[src/rtl/core/fba_pkg.sv]
// Shared types, constants and saturation helpers of the fused bias and activation block.
package fba_pkg;

    localparam int MAX_CHANNELS_DEF = 1024;
    localparam int FRAC_BITS_DEF    = 16;

    localparam int IDX_W  = 10;
    localparam int LEN_W  = 21;
    localparam int POS_W  = 20;
    localparam logic [LEN_W-1:0] LEN_MAX = 21'd1048576;

    localparam logic [2:0] MODE_NONE  = 3'd0;
    localparam logic [2:0] MODE_RELU  = 3'd1;
    localparam logic [2:0] MODE_RELU6 = 3'd2;
    localparam logic [2:0] MODE_LEAKY = 3'd3;
    localparam logic [2:0] MODE_HSWISH = 3'd4;

    localparam logic [2:0] REG_ACT_MODE  = 3'd0;
    localparam logic [2:0] REG_BIAS_EN   = 3'd1;
    localparam logic [2:0] REG_CH_LEN    = 3'd2;
    localparam logic [2:0] REG_RELU6     = 3'd3;
    localparam logic [2:0] REG_SLOPE     = 3'd4;
    localparam logic [2:0] REG_INV_SCALE = 3'd5;
    localparam logic [2:0] REG_THRESHOLD = 3'd6;
    localparam logic [2:0] REG_OFFSET    = 3'd7;

    typedef struct packed {
        logic [2:0]        act_mode;
        logic              bias_enable;
        logic [LEN_W-1:0]  channel_length;
        logic [30:0]       relu6_clip;
        logic signed [31:0] leaky_slope;
        logic signed [31:0] hs_inv_scale;
        logic signed [31:0] hs_threshold;
        logic signed [31:0] hs_offset;
    } t_cfg;

    typedef struct packed {
        logic accept;
        logic ld_q;
        logic ld_wr;
        logic bias;
        logic mul1;
        logic rnd;
        logic mul2;
        logic emit;
    } t_cmd;

    typedef struct packed {
        logic out_free;
    } t_sts;

    function automatic logic signed [31:0] sat33(input logic signed [32:0] v);
        logic signed [31:0] r;
        if (v > 33'sd2147483647) begin
            r = 32'sh7FFFFFFF;
        end else if (v < -33'sd2147483648) begin
            r = 32'sh80000000;
        end else begin
            r = v[31:0];
        end
        return r;
    endfunction

endpackage

[src/rtl/core/fba_regs.sv]
// Configuration register file with an APB-style access port.
module fba_regs (
    input  logic                i_clk,
    input  logic                i_rst_n,
    input  logic                psel,
    input  logic                penable,
    input  logic                pwrite,
    input  logic [4:0]          paddr,
    input  logic [31:0]         pwdata,
    output logic [31:0]         prdata,
    output logic                pready,
    output fba_pkg::t_cfg       o_cfg
);

    fba_pkg::t_cfg r_cfg;
    logic          wr_en;
    logic [2:0]    reg_idx;

    assign wr_en   = psel && penable && pwrite;
    assign reg_idx = paddr[4:2];
    assign pready  = 1'b1;
    assign o_cfg   = r_cfg;

    always_ff @(posedge i_clk) begin
        if (!i_rst_n) begin
            r_cfg.act_mode       <= fba_pkg::MODE_NONE;
            r_cfg.bias_enable    <= 1'b0;
            r_cfg.channel_length <= 21'd1;
            r_cfg.relu6_clip     <= 31'd393216;
            r_cfg.leaky_slope    <= 32'sd655;
            r_cfg.hs_inv_scale   <= 32'sd10923;
            r_cfg.hs_threshold   <= 32'sd393216;
            r_cfg.hs_offset      <= 32'sd196608;
        end else if (wr_en) begin
            unique case (reg_idx)
                fba_pkg::REG_ACT_MODE:  r_cfg.act_mode       <= pwdata[2:0];
                fba_pkg::REG_BIAS_EN:   r_cfg.bias_enable    <= pwdata[0];
                fba_pkg::REG_CH_LEN:    r_cfg.channel_length <= pwdata[20:0];
                fba_pkg::REG_RELU6:     r_cfg.relu6_clip     <= pwdata[30:0];
                fba_pkg::REG_SLOPE:     r_cfg.leaky_slope    <= pwdata;
                fba_pkg::REG_INV_SCALE: r_cfg.hs_inv_scale   <= pwdata;
                fba_pkg::REG_THRESHOLD: r_cfg.hs_threshold   <= pwdata;
                fba_pkg::REG_OFFSET:    r_cfg.hs_offset      <= pwdata;
                default: ;
            endcase
        end
    end

    always_comb begin
        unique case (reg_idx)
            fba_pkg::REG_ACT_MODE:  prdata = {29'd0, r_cfg.act_mode};
            fba_pkg::REG_BIAS_EN:   prdata = {31'd0, r_cfg.bias_enable};
            fba_pkg::REG_CH_LEN:    prdata = {11'd0, r_cfg.channel_length};
            fba_pkg::REG_RELU6:     prdata = {1'b0, r_cfg.relu6_clip};
            fba_pkg::REG_SLOPE:     prdata = r_cfg.leaky_slope;
            fba_pkg::REG_INV_SCALE: prdata = r_cfg.hs_inv_scale;
            fba_pkg::REG_THRESHOLD: prdata = r_cfg.hs_threshold;
            fba_pkg::REG_OFFSET:    prdata = r_cfg.hs_offset;
            default:                prdata = 32'd0;
        endcase
    end

endmodule

[config.mk]
export PLATFORM = sky130hd
export DESIGN_NAME = fba_regs
export DESIGN_NICKNAME = d
export VERILOG_FILES = /design/src/rtl/core/fba_pkg.sv /design/src/rtl/core/fba_regs.sv
export SDC_FILE = /design/constraint.sdc
export NUM_CORES = 1
export LEC_CHECK = 0
export BUFFER_PORTS_ARGS = -buffer_cell sky130_fd_sc_hd__buf_2
export CAP_MARGIN = 20
export CORE_MARGIN = 2
export CORE_UTILIZATION = 55
export DETAILED_ROUTE_END_ITERATION = 7
export PLACE_DENSITY = 0.88
export SETUP_SLACK_MARGIN = 0.15
export SLEW_MARGIN = 40
export SYNTH_ARGS = -nofsm -noshare
export SYNTH_HDL_FRONTEND = slang
export SYNTH_SLANG_ARGS = --single-unit
[constraint.sdc]
create_clock -name i_clk -period 2.9 [get_ports i_clk]
set_input_delay 0.145 -clock i_clk [delete_from_list [all_inputs] [get_ports i_clk]]
set_output_delay 0.145 -clock i_clk [all_outputs]
set_load 0.02 [all_outputs]
==> out/results.tsv <==
metric	value	unit
post-route minimum period	2190	ps
CP cell instances	buf_2, buf_4, nor2b_1, buf_4, a221oi_1, o22a_1, buf_2	
CTS max path bufs	2	
post_cts resized	0	
row cnt	44	
Max-Cap Viols	0	
core area	0.01453	mm2
internal power	3.941	mW
IO Port Bufs	255	
DRC errors left	0	
Critical Path End Type	primary output	
Syn-to-layout area delta	24.59	%
Final GP Congestion	0.8855	
# fillers	1132	
max reg flops	184	
Initial Util	0.5633	
Netlist cell types	40	
Seq cells post-synth	184	
HP Class	primary input to flop	
Worst Path Max Fanout	19	
Yosys top cell area share	0.4499	
root buf cell	clkbuf_16	
total routed wirelength	24.57	mm
sequential power share	0.493	
CP Class	primary input to primary output	
worst slew pin tran	762.9	ps
yosys warns	0	
slowest stage cell, crit path	nor2b_1	
DP Wirelength	16.96	mm
Yosys top cell by area	dfxtp_1	
clock buffer count from CTS	17	
Power Dens Cells	509.3	mW/mm2
DRT antenna net count	0	
vias per cell	5.856	
die width	126	um
drt first-iter violations	688	
Post-Syn Area	0.008187	mm2
Die Ht	126	um
sequential area share after synthesis	0.4499	
Gate power share	0.081	
utilization after layout	0.7018	
RSZ-0062 raised after global routing	false	
total grt overflow	0	
f_max	0.4567	GHz
gr usage total	0.3003	
drt pass-1 iters	5	
Skew-Pair Late Insertion Delay	410	ps
max-slew violations	0	
antenna violations before repair	1	
Critical Path Max Stage Delay	410	ps
syn_area_per_cell	9.899	um2
share of total power in the clock network	0.426	
Setup WS post-layout	710.2	ps
layout cells sized above 1	0.3209	
DP Worst Slack	737.3	ps
Final period util	0.7551	
vias in the first global route	7097	
P_leak	4.928	nW
Reg clk slew, reported paths	70	ps
Worst Skew	0	ps
DR WL/cell	19.59	um
CTS Sinks	184	
vias post-DR	7343	
Finish-stage setup viols	0	
largest net degree at the start of global routing	97	
Final Hold Fails	0	
switching pwr	1.254	mW
Syn Nets	869	
I/O pin cnt	259	
die area	0.01588	mm2
synth top area cells	dfxtp_1 (45%), mux2i_1 (23%), nand2_1 (9.3%), mux4_2 (3.9%), mux2_2 (2.2%)	
status	finished clean	
final setup TNS	0	ps
Sw Ratio	0.2413	
synthesized instance count	827	
startpoint types	primary input	
Final nets	1098	
Buf+Inv Stages, Crit Path	4	
VDD IR-drop max	543.0	uV
H-tree Lvls	4	
Final Power	5.195	mW
Worst EP required	2760	ps
Slew HR	0.4895	
Largest delay share family, worst path	buffers and inverters	
CTS tree	yes	
WP data arrival	2040	ps
first-pass GRT wire length	38.02	mm
-- final cells by class --
class | count | area (um2) | share of cell area
diodes | 1 | 2.502 | 0.0002453
clock buffers | 23 | 478.0 | 0.04686
clock inverters | 9 | 91.34 | 0.008955
inverters | 12 | 45.04 | 0.004416
multi-input cells | 561 | 4154 | 0.4073
flip-flops and latches | 184 | 3684 | 0.3611
well taps | 184 | 230.2 | 0.02257
repair buffers | 280 | 1515 | 0.1486
-- metal layers --
| metal | global-route usage | wire [um] | vias to the layer above | share of wire |
|---|---|---|---|---|
| li1 | - | - | 3385 | - |
| met1 | 0.3891 | 9967 | 3545 | 0.41 |
| met2 | 0.4968 | 11920 | 360 | 0.49 |
| met3 | 0.06500 | 2006 | 53 | 0.082 |
| met4 | 0.1073 | 673 | 0 | 0.027 |
| met5 | 0 | 0 | - | 0 |
-- power by group through the flow --
stage / combinational [mW] / clock [mW] / sequential, mW
3_3_place_gp: 0.406 / 0 / 2.62
2_1_floorplan: 0.242 / 0 / 2.64
5_1_grt: 0.446 / 2.35 / 2.56
6_report: 0.419 / 2.21 / 2.56
3_5_place_dp: 0.411 / 0 / 2.62
4_1_cts: 0.415 / 2.24 / 2.56
-- cells in the final DEF, fill, tap and decap left out, types with 4 or more instances in the layout --
master	n
mux4_2	14
o311ai_0	7
buf_4	21
o2bb2ai_1	8
a22oi_1	6
nor4bb_1	4
nand3_1	8
a221oi_1	5
mux2i_1	188
dfxtp_1	184
clkinv_4	4
clkbuf_16	17
o31ai_1	4
o21ai_0	27
inv_1	12
mux2_2	16
a32oi_1	4
buf_2	253
o221ai_1	4
nand2_1	201
nor2b_1	7
o211ai_1	11
a22o_1	15
-- path summary, 6_finish.rpt --
| path | startpoint | endpoint | slack (ps) | cells after the start |
|---|---|---|---|---|
| setup / recovery | paddr[3] | prdata[0] | 710 | 7 |
| hold / removal | pwdata[11] | o_cfg[75] | 8 | 3 |
| setup reg to reg | o_cfg[96] | o_cfg[96] | 2110 | 2 |
| hold reg to reg | o_cfg[170] | o_cfg[170] | 470 | 2 |
-- what timing repair did --
item | 4_1_cts | 5_1_grt
setup buffers | 0 | 0
hold endpoints to repair | 2 | 0
hold buffers | 2 | 0
endpoints found under the setup margin | 0 | 0
-- worst min-delay path, stage by stage --
cell      delay (ps)
buf_2            100
inv_1             40
o211ai_1          80
-- synth_stat cells --
library cell  instances
nand2_1             202
mux2i_1             188
dfxtp_1             184
clkbuf_1             34
o21ai_0              27
buf_2                24
mux2_2               16
a22o_1               15
mux4_2               14
inv_1                12
o211ai_1             11
buf_4                 9
nand3_1               9
o2bb2ai_1             8
nor2b_1               7
o311ai_0              7
a22oi_1               6
a221oi_1              5
nor2_1                5
a32oi_1               4
nor4bb_1              4
o221ai_1              4
o31ai_1               4
and4_1                3
buf_1                 3
nand2b_1              3
or3_1                 3
a211oi_1              2
a21oi_1               2
nor3_1                2
and2_0                1
and2_1                1
and3_1                1
and4b_1               1
conb_1                1
nand4_2               1
nand4b_1              1
nor2_4                1
o22a_1                1
o22ai_1               1
-- kinds of logic (layout without fill, tap and decap cells) --
| kind of cell | count (synthesis) | in the layout | share of synthesized area |
|---|---|---|---|
| DFF | 184 | 184 | 0.4499 |
| muxes | 218 | 218 | 0.2904 |
| AOI/OAI and AO/OA | 97 | 97 | 0.08666 |
| and+or+nand+nor | 245 | 245 | 0.1272 |
| other | 1 | 2 | 0.0004581 |
| buffers and inverters | 82 | 324 | 0.04539 |
-- per-stage QoR --
step | std cells | cell area [um2] | hold WS, ps
after floorplan | 827 | 8187 | 292.8
after global placement | 1219 | 9608 | 412.1
after detailed placement | 1219 | 9608 | 418.5
after CTS | 1253 | 10200 | 1.455
after global routing | 1254 | 10200 | 3.496
final | 1254 | 10200 | 7.935
(Power assumes the default switching activity.)
