===== src/rtl/core/fba_pkg.sv =====
// Shared types, constants and saturation helpers of the fused bias and activation block.
package fba_pkg;

    localparam int MAX_CHANNELS_DEF = 1024;
    localparam int FRAC_BITS_DEF    = 16;

    localparam int IDX_W  = 10;
    localparam int LEN_W  = 21;
    localparam int POS_W  = 20;
    localparam logic [LEN_W-1:0] LEN_MAX = 21'd1048576;

    localparam logic [2:0] MODE_NONE  = 3'd0;
    localparam logic [2:0] MODE_RELU  = 3'd1;
    localparam logic [2:0] MODE_RELU6 = 3'd2;
    localparam logic [2:0] MODE_LEAKY = 3'd3;
    localparam logic [2:0] MODE_HSWISH = 3'd4;

    localparam logic [2:0] REG_ACT_MODE  = 3'd0;
    localparam logic [2:0] REG_BIAS_EN   = 3'd1;
    localparam logic [2:0] REG_CH_LEN    = 3'd2;
    localparam logic [2:0] REG_RELU6     = 3'd3;
    localparam logic [2:0] REG_SLOPE     = 3'd4;
    localparam logic [2:0] REG_INV_SCALE = 3'd5;
    localparam logic [2:0] REG_THRESHOLD = 3'd6;
    localparam logic [2:0] REG_OFFSET    = 3'd7;

    typedef struct packed {
        logic [2:0]        act_mode;
        logic              bias_enable;
        logic [LEN_W-1:0]  channel_length;
        logic [30:0]       relu6_clip;
        logic signed [31:0] leaky_slope;
        logic signed [31:0] hs_inv_scale;
        logic signed [31:0] hs_threshold;
        logic signed [31:0] hs_offset;
    } t_cfg;

    typedef struct packed {
        logic accept;
        logic ld_q;
        logic ld_wr;
        logic bias;
        logic mul1;
        logic rnd;
        logic mul2;
        logic emit;
    } t_cmd;

    typedef struct packed {
        logic out_free;
    } t_sts;

    function automatic logic signed [31:0] sat33(input logic signed [32:0] v);
        logic signed [31:0] r;
        if (v > 33'sd2147483647) begin
            r = 32'sh7FFFFFFF;
        end else if (v < -33'sd2147483648) begin
            r = 32'sh80000000;
        end else begin
            r = v[31:0];
        end
        return r;
    endfunction

endpackage


===== src/rtl/core/fba_ctrl.sv =====
// Controller state machine that sequences table loads and sample processing.
module fba_ctrl (
    input  logic          i_clk,
    input  logic          i_rst_n,
    input  logic          i_in_valid,
    input  logic          i_action,
    input  logic [2:0]    i_act_mode,
    input  fba_pkg::t_sts i_sts,
    output fba_pkg::t_cmd o_cmd,
    output logic          o_in_stall
);

    localparam logic [2:0] S_IDLE = 3'd0;
    localparam logic [2:0] S_LDQ  = 3'd1;
    localparam logic [2:0] S_LDW  = 3'd2;
    localparam logic [2:0] S_BIAS = 3'd3;
    localparam logic [2:0] S_MUL1 = 3'd4;
    localparam logic [2:0] S_RND  = 3'd5;
    localparam logic [2:0] S_MUL2 = 3'd6;
    localparam logic [2:0] S_OUT  = 3'd7;

    logic [2:0] r_state;
    logic [2:0] n_state;
    logic       is_leaky;
    logic       is_hswish;

    assign is_leaky   = (i_act_mode == fba_pkg::MODE_LEAKY);
    assign is_hswish  = (i_act_mode == fba_pkg::MODE_HSWISH);
    assign o_in_stall = (r_state != S_IDLE);

    always_ff @(posedge i_clk) begin
        if (!i_rst_n) begin
            r_state <= S_IDLE;
        end else begin
            r_state <= n_state;
        end
    end

    always_comb begin
        n_state = r_state;
        o_cmd   = '0;
        unique case (r_state)
            S_IDLE: begin
                if (i_in_valid) begin
                    o_cmd.accept = 1'b1;
                    n_state      = i_action ? S_BIAS : S_LDQ;
                end
            end
            S_LDQ: begin
                o_cmd.ld_q = 1'b1;
                n_state    = S_LDW;
            end
            S_LDW: begin
                o_cmd.ld_wr = 1'b1;
                n_state     = S_IDLE;
            end
            S_BIAS: begin
                o_cmd.bias = 1'b1;
                n_state    = (is_leaky || is_hswish) ? S_MUL1 : S_OUT;
            end
            S_MUL1: begin
                o_cmd.mul1 = 1'b1;
                n_state    = is_hswish ? S_RND : S_OUT;
            end
            S_RND: begin
                o_cmd.rnd = 1'b1;
                n_state   = S_MUL2;
            end
            S_MUL2: begin
                o_cmd.mul2 = 1'b1;
                n_state    = S_OUT;
            end
            S_OUT: begin
                if (i_sts.out_free) begin
                    o_cmd.emit = 1'b1;
                    n_state    = S_IDLE;
                end
            end
            default: n_state = S_IDLE;
        endcase
    end

endmodule


===== config.mk =====
export PLATFORM = sky130hd
export DESIGN_NAME = fba_ctrl
export DESIGN_NICKNAME = d
export VERILOG_FILES = /design/src/rtl/core/fba_pkg.sv /design/src/rtl/core/fba_ctrl.sv
export SDC_FILE = /design/constraint.sdc
export NUM_CORES = 1
export LEC_CHECK = 0
export BUFFER_PORTS_ARGS = -buffer_cell sky130_fd_sc_hd__buf_2
export CORE_AREA = 2 2 39 41
export CTS_CLUSTER_DIAMETER = 40
export DETAILED_ROUTE_END_ITERATION = 12
export DIE_AREA = 0 0 41 43
export GPL_TIMING_DRIVEN = 1
export SLEW_MARGIN = 20
export SYNTH_ARGS = -nofsm -noshare
export SYNTH_HDL_FRONTEND = slang
export SYNTH_SLANG_ARGS = --single-unit

===== constraint.sdc =====
create_clock -name i_clk -period 1.33 [get_ports i_clk]
set_input_delay 0.1995 -clock i_clk [delete_from_list [all_inputs] [get_ports i_clk]]
set_output_delay 0.1995 -clock i_clk [all_outputs]
set_load 0.01 [all_outputs]

==> results of run 1 <==
stage by stage:
step	TNS (ns)	cells	hold slack, ns	instance area [um^2]
after CTS	-0.174	77	0.206	454
after global placement	0	68	0.464	379
after floorplan	0	37	0.331	302
after detailed placement	0	68	0.464	379
final	-0.149	77	0.208	469
after global routing	-0.362	77	0.217	469
layout by cell type, fill, tap and decap left out, types with 2 or more instances in the layout:
cell type   n
buf_2      16
buf_4       8
nor3b_1     4
a21oi_1     4
nand2_1     3
nor2_1      3
clkbuf_4    3
dfxtp_4     3
inv_1       2
metal layers:
metal  up-vias  global-route usage (%)
li1        176                       -
met1       140                    10.3
met2        13                    15.0
met3         2                    3.14
met4         0                    8.00
met5         -                       0
logic make-up after synthesis:
group                  after synthesis  share of synthesized area (%)
muxes                                1                           3.32
AOI/OAI and AO/OA                   10                           24.9
DFF                                  3                           19.9
buffers and inverters                6                           17.4
and+or+nand+nor                     17                           34.4
worst min-delay path by stage:
stage | cells after the start | to | slack [ns]
floorplan | 1 | r_state[1] | 0.33
global placement | 2 | r_state[1] | 0.46
detailed placement | 2 | r_state[1] | 0.46
CTS | 2 | r_state[1] | 0.21
global route | 2 | r_state[1] | 0.22
finish | 2 | r_state[1] | 0.21
report_power, final:
group	internal [mW]	leakage (nW)	switching [mW]
Sequential	0.125	0.0267	0.0339
Combinational	0.227	0.192	0.173
Clock	0.113	0.0150	0.0502
cell type report:
type	instances	area [um^2]
Tap cell	16	20.0
Inverter	2	7.51
Fill cell	155	915
Clock buffer	4	26.3
Sequential cell	3	71.3
Timing Repair Buffer	24	140
Multi-Input combinational cell	28	204
what timing repair did:
action	CTS	global route
pin swaps	3	2
setup endpoints to repair	7	8
gates resized for setup	6	3
buffers inserted	5	0
==> impl_metrics.py, run 1 <==
metrics = {
    "final_layout": {
        "antenna_cells": 0,
        "drive_gt1_share_pct": 60.7,
        "postLayoutCoreUtil_pct": 33.9,
        "regMostFlops": "r_state",
        "nets": 70,
        "largest_reg_flops": 3,
        "reg_top3": "r_state: 3 flops",
        "syn2layout_area_growth_pct": 55.6,
    },
    "routing": {
        "first_pass_iters": 4,
        "via_per_inst": 4.30,
        "wl_met2_um": 341,
        "wirelength_um": 710,
        "wl_met1_um": 319,
        "route.detailed.wl_per_inst_um": 9.22,
        "drt_iter0_drc": 1,
        "final_antenna_net_count": 0,
        "vias": 331,
        "top_layer_used": "met4",
        "drc": 0,
        "wl_met3_um": 40,
    },
    "critical_path": {
        "reg2reg_from": "r_state[1]",
        "crit_chain": "or3_4 -> nor2_1 -> buf_2",
        "cp_max_fo": 4,
        "r2r_cells": 4,
        "reg2reg_setup_slack_ns": 0.03,
        "cp_num_buf_inv": 1,
        "crit_arrival_ns": 1.20,
        "crit_type": "reg -> out",
        "cp.depth": 3,
        "timing.rr.end": "r_state[1]",
        "cp_slowest_cell": "or3_4",
        "end_kind": "output pin",
        "crit_end": "o_cmd[7]",
        "start_kind": "register",
        "required_ns": 1.13,
        "cp_slowest_stage_delay_ns": 0.39,
        "crit_family": "simple AND/OR/NAND/NOR gates",
        "cp-startpoint": "r_state[1]",
    },
    "placement": {
        "io_buffers": 16,
        "gp_congestion": 0.705,
        "dp_hpwl_um": 511,
        "pre_cts_slack_ns": 0.121,
    },
    "synthesis": {
        "mappedNetlistArea_um2": 302,
        "synth_edf_count": 0,
        "avgSynthCellArea_um2": 8.15,
        "syn-num-nets": 45,
        "yosysSeqAreaShare_pct": 19.9,
        "ys_ff_latch": 3,
        "synth_top_cell_by_area": "dfxtp_1",
        "async_reset_ff_share_pct": 0,
        "synth_top_cells_by_count": "a21oi_1, buf_6, nor2_1, nor3b_1",
        "synthTopCellsByArea": "dfxtp_1, buf_6, nor3b_1, a21oi_1, nor2_1",
        "netlist_instances": 37,
        "yosys.area.top_type_share_pct": 19.9,
        "yosys_warnings": 0,
        "synthFlopType": "dfxtp_1",
        "synth.distinct_cells": 20,
    },
    "sta": {
        "slew_headroom_pct": 85.3,
        "worstMarginPinSlew_ns": 0.219,
        "setup_viol_count_final": 3,
        "period_needed_ns": 1.40,
        "final_max_slew_viol_count": 0,
        "max_freq_mhz": 716,
        "skew_ns": 0.00510,
        "rsz0062_at_grt": "yes",
        "fin_ws_ns": -0.0662,
        "hold_viol": 0,
        "period_share_pct": 105,
    },
    "floorplanning": {
        "num_rows": 14,
        "start_util_pct": 21.8,
        "die_h_um": 43,
        "core_um2": 1380,
        "dieWidth_um": 41,
        "dieArea_um2": 1760,
        "ios": 17,
    },
    "pwr": {
        "finalPower_mw": 0.722,
        "peakVddDrop_uv": 488,
        "p_per_area_nw_per_um2": 1540,
        "p_leak_nw": 0.234,
    },
    "clocking": {
        "clk_path_buf_depth": 2,
        "clk_pin_slew_worst_paths_ns": 0.04,
        "root_buffer": "clkbuf_4",
        "cts_hold_buffers": 0,
        "cts.sinks": 3,
        "numCtsBuffers": 3,
        "cts_tree": "done",
        "cts_htree_levels": 1,
        "clock_latency_ns": 0.24,
    },
    "hold_path": {
        "hp-start": "i_rst_n",
        "hp-class": "in -> reg",
    },
    "job": {
        "cap_violations": 0,
    },
    "run_status": {
        "outcome": "complete, but fails checks",
        "violations": "setup timing",
    },
    "global_route": {
        "grt_pass1_vias": 301,
        "grt_max_degree": 9,
        "antenna_found_initial": 0,
        "globalRouteOverflowTotal": 0,
        "grt_pass1_wl_um": 1150,
        "grt_use_total_pct": 9.83,
    },
}
(Power assumes the default switching activity.)
==> run 2: changes to the inputs <==
- CTS_BUF_LIST: unset -> sky130_fd_sc_hd__clkbuf_16
==> impl_metrics.py, run 2 (synthesis gave the netlist of run 1 again) <==
metrics = {
    "run_status": {
        "outcome": "complete, but fails checks",
        "violations": "setup timing",
    },
    "clocking": {
        "clk_path_buf_depth": 2,
        "numCtsBuffers": 3,
        "cts_tree": "done",
        "cts_hold_buffers": 0,
        "cts.sinks": 3,
        "clk_pin_slew_worst_paths_ns": 0.03,
        "clock_latency_ns": 0.22,
        "root_buffer": "clkbuf_16",
        "cts_htree_levels": 1,
    },
    "pwr": {
        "p_per_area_nw_per_um2": 1970,
        "peakVddDrop_uv": 765,
        "p_leak_nw": 0.265,
        "finalPower_mw": 1.05,
    },
    "critical_path": {
        "cp_num_buf_inv": 1,
        "cp_max_fo": 4,
        "cp_slowest_stage_delay_ns": 0.40,
        "crit_family": "simple AND/OR/NAND/NOR gates",
        "end_kind": "output pin",
        "cp_slowest_cell": "or3_4",
        "crit_arrival_ns": 1.18,
        "required_ns": 1.13,
        "crit_chain": "or3_4 -> nor2_1 -> buf_2",
        "start_kind": "register",
        "crit_type": "reg -> out",
    },
    "final_layout": {
        "largest_reg_flops": 3,
        "regMostFlops": "r_state",
        "final_cell_mix": "buf_2, buf_4, a21oi_1",
        "nets": 70,
        "reg_top3": "r_state: 3 flops",
        "layout_commonest_cell": "buf_2",
        "syn2layout_area_growth_pct": 75.9,
        "antenna_cells": 0,
        "drive_gt1_share_pct": 62.3,
    },
    "routing": {
        "via_per_inst": 4.25,
        "route.detailed.wl_per_inst_um": 9.39,
        "drc": 0,
        "first_pass_iters": 2,
        "wirelength_um": 723,
        "vias": 327,
        "drt_iter0_drc": 1,
        "final_antenna_net_count": 0,
    },
    "floorplanning": {
        "dieWidth_um": 41,
        "dieArea_um2": 1760,
        "core_um2": 1380,
        "die_h_um": 43,
        "ios": 17,
        "start_util_pct": 21.8,
        "num_rows": 14,
    },
    "global_route": {
        "antenna_found_initial": 0,
        "globalRouteOverflowTotal": 0,
        "grt_max_degree": 9,
        "grt_pass1_wl_um": 1170,
        "grt_pass1_vias": 313,
        "grt_use_total_pct": 10.0,
    },
    "sta": {
        "fin_ws_ns": -0.0472,
        "max_freq_mhz": 726,
        "period_needed_ns": 1.38,
        "hold_viol": 0,
        "fin_setup_tns_ns": -0.0554,
        "final_max_slew_viol_count": 0,
        "worstMarginPinSlew_ns": 0.222,
        "period_share_pct": 104,
        "whs_ns": 0.221,
        "rsz0062_at_grt": "yes",
        "skew_ns": 0.00158,
        "setup_viol_count_final": 2,
        "slew_headroom_pct": 85.1,
    },
    "placement": {
        "io_buffers": 16,
        "gp_congestion": 0.705,
        "dp_hpwl_um": 511,
    },
    "job": {
        "cap_violations": 0,
    },
    "hold_path": {
        "hp-class": "in -> reg",
    },
}
==> run 2: cell count changes in the layout (fill, tap and decap cells not counted), sizes merged <==
cell	before	now
clkbuf	4	3
inv	2	3
==> run 2: what timing repair did <==
| action | CTS | global route |
|---|---|---|
| gates resized for setup | 5 | 6 |
| endpoints found under the setup margin | 7 | 6 |
| pin swaps | 3 | 4 |
| setup buffers | 5 | 0 |
| hold endpoints to repair | 0 | 0 |
==> run 2: stage by stage <==
stage | utilization [%] | area [um^2] | std cells | setup slack (ns)
finish | 38.3 | 531 | 77 | -0.0472
global route | 38.3 | 531 | 77 | -0.0717
detailed placement | 27.4 | 379 | 68 | 0.121
floorplan | - | 302 | 37 | 0.0177
CTS | 36.4 | 504 | 77 | -0.0624
global placement | 27.4 | 379 | 68 | 0.124
==> run 2: per-layer routing <==
metal / vias to the layer above / global-route usage [%] / part of all wire (%)
met1: 138 / 10.9 / 45
met4: 0 / 8.00 / 0
met5: - / 0 / 0
met3: 0 / 3.14 / 5.4
li1: 176 / - / -
met2: 13 / 15.0 / 49
==> run 2: cell type report <==
| type | instances | area, um^2 |
|---|---|---|
| Clock buffer | 3 | 75.1 |
| Clock inverter | 1 | 3.75 |
| Fill cell | 150 | 853 |
| Inverter | 2 | 7.51 |
| Multi-Input combinational cell | 28 | 209 |
| Sequential cell | 3 | 71.3 |
| Tap cell | 16 | 20.0 |
| Timing Repair Buffer | 24 | 144 |
==> run 2: final timing paths <==
kind	from	to	slack (ns)	depth (start not counted)
max	r_state[1]	o_cmd[7]	-0.05	3
min	i_rst_n	r_state[1]	0.22	2
max reg2reg	r_state[1]	r_state[1]	0.02	4
min reg2reg	r_state[0]	r_state[2]	0.59	2
==> run 2: power breakdown <==
part           internal, mW  total [mW]  switching, mW
registers             0.126       0.163         0.0369
logic                 0.235       0.409          0.174
clock network         0.388       0.476         0.0877
==> run 2: worst register-to-register path, stage by stage, from the launching register on <==
cell and delay, ns:
dfxtp_4 0.34, or3_4 0.40, buf_4 0.16, a21o_2 0.18, o311a_1 0.11
==> run 3: changes to the inputs <==
- ABC_AREA: unset -> 1
- clock period: 1.33 -> 1.7 ns (I/O delays scaled with it)
==> impl_metrics.py, run 3 <==
metrics = {
    "routing": {
        "vias": 315,
        "first_pass_iters": 2,
        "route.detailed.wl_per_inst_um": 7.72,
        "wirelength_um": 633,
        "via_per_inst": 3.84,
        "drt_iter0_drc": 1,
        "drc": 0,
        "final_antenna_net_count": 0,
    },
    "synthesis": {
        "netlist_instances": 47,
        "synthFlopType": "dfxtp_1",
        "avgSynthCellArea_um2": 5.83,
        "yosysSeqAreaShare_pct": 21.9,
        "yosys.area.top_type_share_pct": 21.9,
        "synth_top_cell_by_area": "dfxtp_1",
        "async_reset_ff_share_pct": 0,
        "synth_top_cells_by_count": "nand2_1, nor2_1, inv_1, dfxtp_1, inv_2",
        "syn-num-nets": 55,
        "synth.distinct_cells": 17,
        "synth_most_common_cell": "nand2_1",
        "synthTopCellsByArea": "dfxtp_1, nand2_1, nor2_1, inv_1, nand2_2",
        "mappedNetlistArea_um2": 274,
        "ys_ff_latch": 3,
        "yosys_warnings": 0,
        "synth_edf_count": 0,
    },
    "pwr": {
        "peakVddDrop_uv": 498,
        "p_leak_nw": 0.248,
        "p_per_area_nw_per_um2": 1520,
        "finalPower_mw": 0.671,
    },
    "floorplanning": {
        "start_util_pct": 19.8,
        "ios": 17,
        "core_um2": 1380,
        "dieArea_um2": 1760,
        "die_h_um": 43,
        "num_rows": 14,
        "dieWidth_um": 41,
    },
    "global_route": {
        "grt_max_degree": 9,
        "grt_use_total_pct": 7.93,
        "globalRouteOverflowTotal": 0,
        "antenna_found_initial": 0,
        "grt_pass1_vias": 247,
        "grt_pass1_wl_um": 931,
    },
    "final_layout": {
        "final_cell_mix": "buf_2, nand2_1, nor2_1",
        "regMostFlops": "r_state",
        "drive_gt1_share_pct": 42.4,
        "nFillCells": 155,
        "nets": 75,
        "layout_commonest_cell": "buf_2",
        "largest_reg_flops": 3,
        "reg_top3": "r_state: 3 flops",
        "syn2layout_area_growth_pct": 61.2,
        "antenna_cells": 0,
    },
    "placement": {
        "io_buffers": 16,
        "dp_hpwl_um": 539,
        "gp_congestion": 0.720,
    },
    "clocking": {
        "clk_path_buf_depth": 2,
        "cts_tree": "done",
        "cts_hold_buffers": 0,
        "cts_htree_levels": 1,
        "clk_pin_slew_worst_paths_ns": 0.03,
        "numCtsBuffers": 3,
        "cts.sinks": 3,
        "clock_latency_ns": 0.22,
        "post_cts_resized": 0,
        "root_buffer": "clkbuf_16",
        "post-cts-setup-buffer-count": 0,
    },
    "sta": {
        "worstMarginPinSlew_ns": 0.314,
        "period_needed_ns": 1.52,
        "slew_headroom_pct": 79.1,
        "hold_viol": 0,
        "skew_ns": 0.00336,
        "fin_setup_tns_ns": 0,
        "period_share_pct": 89.5,
        "rsz0062_at_grt": "no",
        "final_max_slew_viol_count": 0,
        "setup_viol_count_final": 0,
        "max_freq_mhz": 657,
    },
    "run_status": {
        "outcome": "finished, final reports clean",
    },
    "critical_path": {
        "start_kind": "register",
        "crit_type": "reg -> out",
        "cp_max_fo": 8,
        "r2r_cells": 7,
        "required_ns": 1.44,
        "reg2reg_setup_slack_ns": 0.51,
        "end_kind": "output pin",
        "crit_arrival_ns": 1.27,
    },
    "hold_path": {
        "hp-class": "in -> reg",
        "hold_depth": 3,
    },
    "job": {
        "cap_violations": 0,
    },
}
run 3: critical path, stage by stage, from the launching register on:
cell and delay, ns:
dfxtp_1 0.49, inv_1 0.14, nor3_1 0.24, buf_2 0.17
run 3: logic make-up (layout without fill, tap and decap cells):
kind of cell	count (synthesis)	count (layout)	share of synthesized area, %
AO/OA/AOI/OAI	3	3	7.31
buffers and inverters	9	28	15.1
flip-flops	3	3	21.9
AND/OR/NAND/NOR	32	32	55.7
run 3: final timing paths:
path         startpoint          to
max          r_state[2]    o_cmd[0]
min             i_rst_n  r_state[2]
max reg2reg  r_state[2]  r_state[1]
min reg2reg  r_state[1]  r_state[2]
run 3: cell type report:
type / count / area, um^2 / area share, %
Tap cell: 16 / 20.0 / 4.53
Sequential cell: 3 / 60.1 / 13.6
Clock inverter: 1 / 3.75 / 0.850
Timing Repair Buffer: 16 / 80.1 / 18.1
Multi-Input combinational cell: 35 / 173 / 39.1
Inverter: 8 / 30.0 / 6.80
Clock buffer: 3 / 75.1 / 17.0
run 3: power breakdown:
group	switching, mW	total [mW]	internal (mW)
Sequential	0.0254	0.113	0.0872
Clock	0.0602	0.363	0.303
Combinational	0.119	0.196	0.0766
Total	0.205	0.671	0.467
run 3: metrics by stage:
| stage | utilization [%] | area, um^2 | instances | hold slack (ns) | setup slack (ns) |
|---|---|---|---|---|---|
| finish | 31.9 | 442 | 82 | 0.295 | 0.178 |
| global route | 31.9 | 442 | 82 | 0.294 | 0.103 |
| CTS | 31.9 | 442 | 82 | 0.288 | 0.176 |
| detailed placement | 26.2 | 363 | 78 | 0.515 | 0.405 |
| global placement | 26.2 | 363 | 78 | 0.520 | 0.437 |
| floorplan | - | 274 | 47 | 0.381 | 0.590 |
run 3: layer usage:
layer	GRT usage, %	share of wire [%]	vias up
met3	4.71	10	0
met5	0	0	-
met4	2.00	0	0
li1	-	-	184
met1	11.9	54	116
met2	9.38	35	15
